## config.mk

```make
export PLATFORM = sky130hd
export DESIGN_NAME = base64_stream_decoder
export DESIGN_NICKNAME = d
export VERILOG_FILES = /design/src/b64sd_pkg.sv /design/src/b64sd_front.sv /design/src/b64sd_queue.sv /design/src/b64sd_back.sv /design/src/base64_stream_decoder.sv
export SDC_FILE = /design/constraint.sdc
export NUM_CORES = 1
export LEC_CHECK = 0
export BUFFER_PORTS_ARGS = -buffer_cell sky130_fd_sc_hd__buf_2
export CORE_MARGIN = 5
export CORE_UTILIZATION = 58
export DETAILED_ROUTE_END_ITERATION = 10
export GPL_ROUTABILITY_DRIVEN = 0
export PLACE_DENSITY = 0.75
export SETUP_SLACK_MARGIN = 0.3
export SYNTH_ARGS = -nofsm -noshare
export SYNTH_HDL_FRONTEND = slang
export SYNTH_HIERARCHICAL = 1
export SYNTH_SLANG_ARGS = --single-unit
```

## constraint.sdc

```tcl
create_clock -name clock -period 5.7 [get_ports clock]
set_clock_uncertainty 0.2 [all_clocks]
set_input_delay 1.425 -clock clock [delete_from_list [all_inputs] [get_ports clock]]
set_output_delay 1.425 -clock clock [all_outputs]
set_load 0.005 [all_outputs]
```

## src/b64sd_pkg.sv

```systemverilog
`default_nettype none

package b64sd_pkg;

   // Why a string stopped decoding
   typedef enum logic [1:0] {
      STOP_NONE = 2'd0,
      STOP_PAD  = 2'd1,
      STOP_BAD  = 2'd2
   } stop_type;

   localparam logic [7:0] PAD_CHAR = 8'h3D;

   // One unit of work handed from the front to the back:
   // up to three results, sent in order from byte slot 0
   typedef struct packed {
      logic [2:0][7:0] bytes;     // decoded bytes, slot 0 first
      logic [1:0]      last_idx;  // index of the final result of this item
      logic            has_bytes; // 0 for a marker-only result
      logic            end_flag;  // item closed the string
      stop_type        reason;    // stop kind, shown on the closing result
   } job_type;

   // Standard alphabet lookup: bit 6 set means not in the alphabet
   function automatic logic [6:0] map_char(input logic [7:0] c);
      logic [6:0] v;
      case (c) inside
         [8'h41:8'h5A]: v = 7'(c - 8'h41);
         [8'h61:8'h7A]: v = 7'(c - 8'h61 + 8'd26);
         [8'h30:8'h39]: v = 7'(c - 8'h30 + 8'd52);
         8'h2B:         v = 7'd62;
         8'h2F:         v = 7'd63;
         default:       v = 7'h40;
      endcase
      return v;
   endfunction

   function automatic logic [7:0] byte0(input logic [5:0] s0, input logic [5:0] s1);
      return {s0, s1[5:4]};
   endfunction

   function automatic logic [7:0] byte1(input logic [5:0] s1, input logic [5:0] s2);
      return {s1[3:0], s2[5:2]};
   endfunction

   function automatic logic [7:0] byte2(input logic [5:0] s2, input logic [5:0] s3);
      return {s2[1:0], s3};
   endfunction

endpackage

`default_nettype wire

```

## src/b64sd_front.sv

```systemverilog
`default_nettype none

module b64sd_front (
   input  wire                   clock,
   input  wire                   reset,
   input  wire                   req_tvalid,
   output logic                  req_tready,
   input  wire  [7:0]            req_tdata,   // [7:0] char_code
   input  wire                   req_tlast,   // end_of_string
   output logic                  job_valid,
   output b64sd_pkg::job_type    job,
   input  wire                   job_ready
);

   logic [2:0][5:0]     hold_ff, hold_in;
   logic [1:0]          gc_ff, gc_in;
   b64sd_pkg::stop_type stop_ff, stop_in;

   logic [6:0] sextet;
   logic [1:0] nb;
   logic       accept;

   assign req_tready = job_ready;
   assign accept     = req_tvalid && job_ready;

   // Classify the character, update the group and build the work item
   always_comb begin
      sextet  = b64sd_pkg::map_char(req_tdata);
      hold_in = hold_ff;
      gc_in   = gc_ff;
      stop_in = stop_ff;
      nb      = 2'd0;
      job     = '0;

      if (stop_ff == b64sd_pkg::STOP_NONE) begin
         if (req_tdata == b64sd_pkg::PAD_CHAR) begin
            stop_in = b64sd_pkg::STOP_PAD;
         end else if (sextet[6]) begin
            stop_in = b64sd_pkg::STOP_BAD;
         end else if (gc_ff == 2'd3) begin
            job.bytes[0] = b64sd_pkg::byte0(hold_ff[0], hold_ff[1]);
            job.bytes[1] = b64sd_pkg::byte1(hold_ff[1], hold_ff[2]);
            job.bytes[2] = b64sd_pkg::byte2(hold_ff[2], sextet[5:0]);
            nb           = 2'd3;
            gc_in        = 2'd0;
         end else begin
            hold_in[gc_ff] = sextet[5:0];
            gc_in          = gc_ff + 2'd1;
         end
      end

      job.has_bytes = (nb != 2'd0);
      job.last_idx  = nb - 2'd1;
      job.end_flag  = req_tlast;
      job.reason    = stop_in;

      // End of string: flush a partial group, else a marker-only result
      if (req_tlast && nb == 2'd0) begin
         if (gc_in >= 2'd2) begin
            job.bytes[0]  = b64sd_pkg::byte0(hold_in[0], hold_in[1]);
            job.bytes[1]  = b64sd_pkg::byte1(hold_in[1],
                                             (gc_in == 2'd3) ? hold_in[2] : 6'd0);
            job.last_idx  = gc_in - 2'd2;
            job.has_bytes = 1'b1;
         end else begin
            job.last_idx  = 2'd0;
            job.has_bytes = 1'b0;
         end
      end

      job_valid = accept && (nb != 2'd0 || req_tlast);

      if (req_tlast) begin
         hold_in = '0;
         gc_in   = 2'd0;
         stop_in = b64sd_pkg::STOP_NONE;
      end
   end

   always_ff @(posedge clock) begin
      if (reset) begin
         hold_ff <= '0;
         gc_ff   <= 2'd0;
         stop_ff <= b64sd_pkg::STOP_NONE;
      end else if (accept) begin
         hold_ff <= hold_in;
         gc_ff   <= gc_in;
         stop_ff <= stop_in;
      end
   end

endmodule

`default_nettype wire

```

## src/b64sd_queue.sv

```systemverilog
`default_nettype none

module b64sd_queue #(
   parameter int DEPTH = 4
) (
   input  wire                   clock,
   input  wire                   reset,
   input  wire                   push,
   input  b64sd_pkg::job_type    push_job,
   output logic                  push_ready,
   output logic                  pop_valid,
   output b64sd_pkg::job_type    pop_job,
   input  wire                   pop
);

   localparam int PW = (DEPTH > 1) ? $clog2(DEPTH) : 1;
   localparam int CW = $clog2(DEPTH + 1);

   b64sd_pkg::job_type mem_ff [DEPTH];
   logic [PW-1:0]      wr_ptr_ff, wr_ptr_in;
   logic [PW-1:0]      rd_ptr_ff, rd_ptr_in;
   logic [CW-1:0]      count_ff, count_in;
   logic               do_push, do_pop;

   assign push_ready = (count_ff != CW'(DEPTH));
   assign pop_valid  = (count_ff != '0);
   assign pop_job    = mem_ff[rd_ptr_ff];
   assign do_push    = push && push_ready;
   assign do_pop     = pop && pop_valid;

   // Pointer wrap and fill count
   always_comb begin
      wr_ptr_in = wr_ptr_ff;
      rd_ptr_in = rd_ptr_ff;
      count_in  = count_ff;
      if (do_push) begin
         wr_ptr_in = (wr_ptr_ff == PW'(DEPTH - 1)) ? '0 : wr_ptr_ff + PW'(1);
      end
      if (do_pop) begin
         rd_ptr_in = (rd_ptr_ff == PW'(DEPTH - 1)) ? '0 : rd_ptr_ff + PW'(1);
      end
      if (do_push && !do_pop) begin
         count_in = count_ff + CW'(1);
      end else if (do_pop && !do_push) begin
         count_in = count_ff - CW'(1);
      end
   end

   always_ff @(posedge clock) begin
      if (reset) begin
         wr_ptr_ff <= '0;
         rd_ptr_ff <= '0;
         count_ff  <= '0;
      end else begin
         wr_ptr_ff <= wr_ptr_in;
         rd_ptr_ff <= rd_ptr_in;
         count_ff  <= count_in;
      end
   end

   // Entry storage
   always_ff @(posedge clock) begin
      if (do_push) begin
         mem_ff[wr_ptr_ff] <= push_job;
      end
   end

endmodule

`default_nettype wire

```

## src/b64sd_back.sv

```systemverilog
`default_nettype none

module b64sd_back (
   input  wire                   clock,
   input  wire                   reset,
   input  wire                   job_valid,
   input  b64sd_pkg::job_type    job,
   output logic                  job_pop,
   output logic                  rsp_tvalid,
   input  wire                   rsp_tready,
   output logic [7:0]            rsp_tdata,   // [7:0] data_byte
   output logic                  rsp_tlast,   // last_of_run
   output logic [3:0]            rsp_tuser    // [0] byte_valid, [1] string_done,
                                              // [3:2] stop_reason
);

   logic               work_valid_ff, work_valid_in;
   b64sd_pkg::job_type work_ff, work_in;
   logic [1:0]         idx_ff, idx_in;

   logic               rsp_valid_ff, rsp_valid_in;
   logic [7:0]         data_ff, data_in;
   logic               last_ff, last_in;
   logic [3:0]         user_ff, user_in;

   logic out_free, emit, finish, is_last;

   assign out_free = !rsp_valid_ff || rsp_tready;
   assign emit     = work_valid_ff && out_free;
   assign is_last  = (idx_ff == work_ff.last_idx);
   assign finish   = emit && is_last;
   assign job_pop  = job_valid && (!work_valid_ff || finish);

   // Walk the results of the current item, one per cycle while the output is free
   always_comb begin
      work_valid_in = work_valid_ff;
      work_in       = work_ff;
      idx_in        = idx_ff;
      if (job_pop) begin
         work_valid_in = 1'b1;
         work_in       = job;
         idx_in        = 2'd0;
      end else if (finish) begin
         work_valid_in = 1'b0;
      end else if (emit) begin
         idx_in = idx_ff + 2'd1;
      end
   end

   // Output register
   always_comb begin
      rsp_valid_in = rsp_valid_ff;
      data_in      = data_ff;
      last_in      = last_ff;
      user_in      = user_ff;
      if (emit) begin
         rsp_valid_in = 1'b1;
         data_in      = work_ff.has_bytes ? work_ff.bytes[idx_ff] : 8'd0;
         last_in      = is_last;
         user_in[0]   = work_ff.has_bytes;
         user_in[1]   = is_last && work_ff.end_flag;
         user_in[3:2] = (is_last && work_ff.end_flag) ? work_ff.reason
                                                       : b64sd_pkg::STOP_NONE;
      end else if (rsp_tready) begin
         rsp_valid_in = 1'b0;
      end
   end

   always_ff @(posedge clock) begin
      if (reset) begin
         work_valid_ff <= 1'b0;
         idx_ff        <= 2'd0;
         rsp_valid_ff  <= 1'b0;
      end else begin
         work_valid_ff <= work_valid_in;
         idx_ff        <= idx_in;
         rsp_valid_ff  <= rsp_valid_in;
      end
   end

   always_ff @(posedge clock) begin
      work_ff <= work_in;
      data_ff <= data_in;
      last_ff <= last_in;
      user_ff <= user_in;
   end

   assign rsp_tvalid = rsp_valid_ff;
   assign rsp_tdata  = data_ff;
   assign rsp_tlast  = last_ff;
   assign rsp_tuser  = user_ff;

endmodule

`default_nettype wire

```

## src/base64_stream_decoder.sv

```systemverilog
// Base64 stream decoder, standard alphabet.
// Input channel req_*: one character per item in req_tdata[7:0], req_tlast
// marks the final character of a string.
// Result channel rsp_*: one decoded byte per item in rsp_tdata[7:0];
// rsp_tlast closes the results of one character, rsp_tuser carries
// byte_valid, string_done and the stop reason (pad or invalid character).
// Every string ends with a string_done result; a marker-only result
// (byte_valid low) is sent when no byte is left to give.
// Throughput: one character per cycle while the queue has room. A character
// that completes a group gives three results, sent one per cycle by the back
// end while the output is not stalled, so the rate holds for normal text
// (three bytes per four characters). The first result of a character passes
// through the queue (written at the accepting edge), then the back end's work
// register and output register.
// Reset clears the group state, the queue and the output register.
// When rsp_tready is low the result holds and the queue takes up to
// QUEUE_DEPTH pending characters' work; req_tready drops when it is full.
`default_nettype none

module base64_stream_decoder #(
   parameter int QUEUE_DEPTH = 4
) (
   input  wire         clock,
   input  wire         reset,
   input  wire         req_tvalid,
   output logic        req_tready,
   input  wire  [7:0]  req_tdata,   // [7:0] char_code
   input  wire         req_tlast,   // end_of_string
   output logic        rsp_tvalid,
   input  wire         rsp_tready,
   output logic [7:0]  rsp_tdata,   // [7:0] data_byte
   output logic        rsp_tlast,   // last_of_run
   output logic [3:0]  rsp_tuser    // [0] byte_valid, [1] string_done, [3:2] stop_reason
);

   logic               push, push_ready, pop_valid, pop;
   b64sd_pkg::job_type push_job, pop_job;

   b64sd_front u_front (
      .clock      (clock),
      .reset      (reset),
      .req_tvalid (req_tvalid),
      .req_tready (req_tready),
      .req_tdata  (req_tdata),
      .req_tlast  (req_tlast),
      .job_valid  (push),
      .job        (push_job),
      .job_ready  (push_ready)
   );

   b64sd_queue #(
      .DEPTH (QUEUE_DEPTH)
   ) u_queue (
      .clock      (clock),
      .reset      (reset),
      .push       (push),
      .push_job   (push_job),
      .push_ready (push_ready),
      .pop_valid  (pop_valid),
      .pop_job    (pop_job),
      .pop        (pop)
   );

   b64sd_back u_back (
      .clock      (clock),
      .reset      (reset),
      .job_valid  (pop_valid),
      .job        (pop_job),
      .job_pop    (pop),
      .rsp_tvalid (rsp_tvalid),
      .rsp_tready (rsp_tready),
      .rsp_tdata  (rsp_tdata),
      .rsp_tlast  (rsp_tlast),
      .rsp_tuser  (rsp_tuser)
   );

endmodule

`default_nettype wire

```

* After elaboration in Yosys (flattened, before gate mapping)
Memory sizes are Yosys's and may differ from the RTL's. A register that Yosys moved wholly into a read port is not among the register bits.
Index checks and enable logic that the tools add are counted.
** Word-level totals
- Logic and storage cells :: 126
- Flip-flop bits (word level) :: 46
- Memory bits (writable) :: 120
- Memories :: 1
** Memories
- u_queue.mem_ff :: words 4, bits a word 30, rd ports 1, clocked after memory_dff 1, wr ports 1, RTL line b64sd_queue.sv:19 : b64sd_pkg::job_type mem_ff [DEPTH];
** Cells by class
- Reduce and logical (&&, ||, !) cells :: 31
- Equality and inequality tests :: 9
- $lt $le $gt $ge :: 10
- Add/sub/neg operators :: 13
- Multiplexer cells :: 46
- Bitwise operators :: 1
** Operators with widths (number)
- $mux W24 :: 4
- $mux W18 :: 5
- $mux W7 :: 5
- $mux W2 :: 15
- $eq A8 B6 Y1 const B :: 3
- $mux W19 :: 1
- $bwmux W18 :: 1
- $bmux W8 S2 :: 1
- $ge A8 B7 Y1 const B :: 2
- $le A8 B7 Y1 const B :: 2
- $mux W16 :: 1
- $logic_and A1 B1 Y1 :: 15
- $sub A7 B7 Y7 const B :: 2
- $demux W6 S2 :: 1
- $mux W6 :: 2
- $mux W3 :: 3
- $add A2 B1 Y2 const B :: 4
- $eq A2 B2 Y1 const B :: 4
- $ge A8 B6 Y1 const B :: 1
- $le A8 B6 Y1 const B :: 1
- $mux W8 :: 1
- $reduce_bool A2 Y1 :: 4
- $add A7 B5 Y7 const B :: 1
- $add A7 B6 Y7 const B :: 1
- 18 further kinds :: 30

* Longest topological paths before layout
- Depth in word-level cells :: 17
- Depth in mapped cells :: 15
- Depth with buffers taken out :: 14

* By module
Netlist, hierarchy kept.
** By module, submodules not included
- b64sd_queue :: cells an instance 204, area an instance 4789.6 um^2, instances 1, sequential area each 3783.6 um^2
- b64sd_front :: cells an instance 261, area an instance 1986.9 um^2, instances 1, sequential area each 440.4 um^2
- b64sd_back :: cells an instance 104, area an instance 1775.5 um^2, instances 1, sequential area each 1371.3 um^2

* Worst setup path after synthesis
OpenSTA, ideal clock, no wires.
- Path kind :: input to register
- Start :: in req_tdata[1]
- End :: reg u_queue.count_ff[2]
- Path buffers :: 1
- Cell stages on the path :: 15
- Library setup time :: 70 ps
- Data required time :: 5430 ps
- Setup slack :: 626 ps
- Arrival time :: 4803 ps
- Path through :: clkbuf_1 > inv_1 > ha_1 > and4bb_2 > nand3b_1 > o2111ai_1 > nand3_1 > a21oi_1 > and2_4 > ha_1 > inv_1 > fa_1 > xor2_1 > or3_2 > a21oi_1
** Between the ends
- Longest elaborated chain between the ends :: 16
- Elaborated cells on any way between the ends :: 34
- Classes of those cells :: add/sub (5); order compare (6); eq/ne (3); mux (9); reduce/logical (11)
** RTL lines
- start: declaration :: RTL line base64_stream_decoder.sv:27 : input wire [7:0] req_tdata,
- branches (longest 7 deep; another with $sub A7 B6 Y7)
- $mux W2 * :: RTL line b64sd_front.sv:36 : if (req_tdata == b64sd_pkg::PAD_CHAR) begin
- $mux W2 * :: RTL line b64sd_front.sv:35 : if (stop_ff == b64sd_pkg::STOP_NONE) begin
- $reduce_bool A2 Y1 * :: RTL line b64sd_front.sv:71 : job_valid = accept && (nb != 2'd0 || req_tlast);
- $logic_or A1 B1 Y1 * :: RTL line b64sd_front.sv:71
- $logic_and A1 B1 Y1 * :: RTL line b64sd_front.sv:71
- named net push :: RTL line base64_stream_decoder.sv:36 : logic push, push_ready, pop_valid, pop;
- $logic_and A1 B1 Y1 * :: RTL line b64sd_queue.sv:28 : assign do_push = push && push_ready;
- named net u_queue.do_push :: RTL line b64sd_queue.sv:23 : logic do_push, do_pop;
- $logic_not A1 Y1 :: RTL line b64sd_queue.sv:44 : end else if (do_pop && !do_push) begin
- $logic_and A1 B1 Y1 :: RTL line b64sd_queue.sv:44
- $reduce_bool A2 Y1 (no line)
- end signal: assignment :: RTL line b64sd_queue.sv:57 : count_ff <= count_in;
- end: declaration :: RTL line b64sd_queue.sv:22 : logic [CW-1:0] count_ff, count_in;
Mark *: on every way through the listed nets, which the timed path passes.
A chain may end at the register's enable or synchronous reset.

* Worst setup path in the final report
- Start :: in req_tdata[0]
- End :: reg u_queue.count_ff[2]
Same word-level chain as after synthesis.

==> reports/qor.csv <==
metric,value,unit
Remaining DRCs,0,
Starting Density,59.06,%
first drt pass iteration count,6,
crit path DAT,4.96,ns
TritonCTS buffer count,17,
Slew @ Worst Pin,0.9102,ns
die span in x,131.4,um
adder-cell area share of the yosys netlist,2.868,%
Hold Path Class,flip-flop to flip-flop,
worst path required time,5.85,ns
Synth Instances,569,
main combinational cell family by area after synthesis,simple AND/OR/NAND/NOR gates,
drt via density,6.262,
WL/cell,20.69,um
Synth Area in XOR/XNOR,0.9949,%
Tcrit/Tclk final,84.33,%
hold buffers post-CTS,0,
post-layout min period,4.807,ns
core footprint,14480,um2
Worst Reg-to-Reg Cells,10,
endpoint class of the critical path,flip-flop,
initial antenna violation count,0,
"Setup violations, final",0,
postcts setup bufs,0,
Max-cap violations,0,
H-Tree Depth,4,
area delta synth->final,10.45,%
syn nets,601,
FMAX,208.0,MHz
setup_tns,0,ns
mean post-synth cell area,15.03,um2
Post-DP HPWL,10.67,mm
pre-CTS WS,0.4795,ns
Vias,4972,
Post-synth top flop,edfxtp_1,
"Seq/Total Area, Yosys",65.43,%
Seq cells post-synth,198,
ANT cells,0,
Pwr Density,423.5,nW/um2
TritonCTS clock tree,built,
Post-Syn Area,8552,um2
fill cell count,981,
clk buf depth,2,
Final ANT Viol Nets,0,
Ports,28,
"Design Area, Final",9445,um2
Initial DRC Count,524,
library cells used by synthesis,69,
# nets final,629,
Synth Area in Compound Gates,9.012,%
layout cells sized above 1,19.51,%
outcome,"finished, final reports clean",
Pleak,3.147,nW
Die H,131.4,um
pin count of the biggest net entering global routing,34,
number of synthesized flops with an enable pin,163,
crit start category,input pin,
worst rel slew slack,39.24,%
IO buf count,27,
RSZ-0062 raised after global routing,false,
first-pass GRT wire length,26.30,mm
clock slew at the register clock pins of the worst setup and hold paths,0.07,ns
R2R Path End,u_queue/count_ff[2],
Max Fanout on Critical Path,9,
post-CTS sizing,0,
# clock sinks,198,
final hold viol count,0,
maximum vdd drop,0.2485,mV
global route overflow,0,
Root Driver,clkbuf_16,
Syn. warnings,6,
Synth async-reset ratio,0,%
total global routing track utilization,19.55,%
critical path endpoint,u_queue/count_ff[2],
Final Worst Setup Slack,0.8934,ns
simple logic cell fraction of the synthesized area,9.876,%
critical path class,input pin to flip-flop,
drt total wl,16.43,mm
Die Area,17270,um2
"Slew Viols, Final",0,
Skew-Pair Late Insertion Delay,0.43,ns
worst setup path start,req_tdata[0],
mux share of post-synthesis cell area,9.554,%
vias in the first global route,4865,
worst r2r src,u_back/idx_ff[0],
placed inst area,8831,um2
Rows,44,
r2r setup slk,2.12,ns
==> placed cells by master (no fill, tap or decap), drive strengths merged, types with 3 or more instances in the layout <==
| cell type | netlist | final |
|---|---|---|
| clkinv | 0 | 6 |
| a211oi | 3 | 3 |
| dfxtp | 35 | 35 |
| o2111ai | 4 | 4 |
| o32ai | 4 | 4 |
| nor2b | 5 | 5 |
| ha | 18 | 18 |
| a31oi | 5 | 5 |
| o31ai | 4 | 4 |
| a22o | 9 | 9 |
| bufinv | 0 | 4 |
| nor2 | 22 | 22 |
| o2bb2ai | 6 | 6 |
| o211ai | 5 | 5 |
| buf | 7 | 30 |
| nand4 | 6 | 6 |
| a21oi | 13 | 13 |
| inv | 22 | 23 |
| and3 | 13 | 13 |
| nand2b | 5 | 5 |
| nor3 | 9 | 9 |
| mux4 | 30 | 30 |
| o21ai | 28 | 28 |
| a21o | 5 | 5 |
| and2 | 19 | 19 |
| edfxtp | 163 | 163 |
| xor2 | 7 | 7 |
| nand2 | 45 | 45 |
| mux2i | 13 | 13 |
| nand3 | 16 | 16 |
| clkbuf | 13 | 19 |
| or3 | 4 | 4 |
==> through the flow <==
stage	hold WS [ns]	power, mW	util [%]	cells
after floorplan	0.2168	2.580	-	569
after global placement	0.2284	2.778	60.99	762
after detailed placement	0.2447	2.809	60.99	762
after CTS	0.2682	4.035	65.24	794
after global routing	0.2918	4.187	65.24	794
final	0.2670	4.000	65.24	794
==> registers in the layout (all words and copies together) (netlist names), named ones only <==
| signal | flops |
|---|---|
| u_back/idx_ff | 2 |
| u_queue/wr_ptr_ff | 2 |
| u_back/rsp_tdata | 8 |
| u_queue/rd_ptr_ff | 2 |
| u_back/rsp_tlast | 1 |
| u_front/gc_ff | 2 |
| u_front/hold_ff | 18 |
| u_back/work_ff | 30 |
| u_back/work_valid_ff | 1 |
| u_queue/mem_ff | 120 |
| u_back/rsp_tvalid | 1 |
| u_front/stop_ff | 2 |
| u_queue/count_ff | 3 |
| u_back/rsp_tuser | 4 |
==> power by group <==
group	total [mW]	internal (mW)	switching (mW)	leakage, nW
sequential	1.99	1.88	0.116	1.74
clock	1.23	0.734	0.497	0.297
combinational	0.775	0.332	0.443	1.10
total	4.00	2.94	1.06	3.15
==> cells in the mapped netlist, drive strengths merged, types with 3 or more instances <==
library cell / n / area [um2]
or3: 4 / 27.52
inv: 22 / 82.58
nor2: 22 / 90.09
o31ai: 4 / 40.03
nand3: 16 / 80.08
nor2b: 5 / 31.28
nand2b: 5 / 31.28
o2111ai: 4 / 35.03
nand2: 45 / 171.4
o2bb2ai: 6 / 52.55
and2: 19 / 123.9
buf: 7 / 42.54
and3: 13 / 86.33
clkbuf: 13 / 50.04
ha: 18 / 225.2
dfxtp: 35 / 700.7
mux4: 30 / 675.7
o21ai: 28 / 140.1
nand4: 6 / 37.54
edfxtp: 163 / 4895
mux2i: 13 / 130.1
a22o: 9 / 78.83
xor2: 7 / 76.32
o32ai: 4 / 35.03
a211oi: 3 / 22.52
a21o: 5 / 45.04
a21oi: 13 / 65.06
a31oi: 5 / 46.29
o211ai: 5 / 37.54
nor3: 9 / 66.32
==> worst min path at each step <==
stage,depth (start not counted),slack [ns],endpoint,startpoint
finish,2,0.27,u_front/hold_ff[5],u_front/hold_ff[5]
global placement,2,0.23,u_front/hold_ff[13],u_front/hold_ff[13]
CTS,2,0.27,u_front/hold_ff[5],u_front/hold_ff[5]
global route,2,0.29,u_front/hold_ff[5],u_front/hold_ff[5]
detailed placement,2,0.24,u_front/hold_ff[13],u_front/hold_ff[13]
floorplan,2,0.22,u_front/hold_ff[12],u_front/hold_ff[12]
==> critical path, stage by stage <==
cell       delay, ns
buf_2           0.16
inv_1           0.09
ha_1            0.29
and4bb_2        0.30
nand3b_1        0.21
o2111ai_1       0.42
nand3_1         0.15
a21oi_1         0.36
and2_4          0.24
ha_1            0.18
inv_1           0.06
fa_1            0.37
xor2_1          0.15
or3_2           0.40
a21oi_1         0.14
==> layout make-up <==
class                      instances  area (um2)  area share (%)
timing repair buffer              30       157.7           1.669
sequential                       198        5598           59.27
multi-input combinational        328        2763           29.25
clock inverter                    13       181.4           1.921
inverter                          22       82.58          0.8743
clock buffer                      19       432.9           4.583
tap                              184       230.2           2.437
==> logic make-up after synthesis <==
kind of cell / Yosys count
xor+xnor: 8
mux: 44
buf+inv: 43
fa+ha+maj: 19
flops: 198
compound gates: 102
simple gates: 155
==> per-layer routing <==
layer / up-vias / global-route usage [%] / share of wire, %
li1: 2267 / - / -
met4: 0 / 5.943 / 1.8
met3: 25 / 4.472 / 6.5
met1: 2470 / 26.65 / 41
met5: - / 0 / 0
met2: 210 / 31.80 / 51
Note: power is estimated with default switching activity, not from simulation.
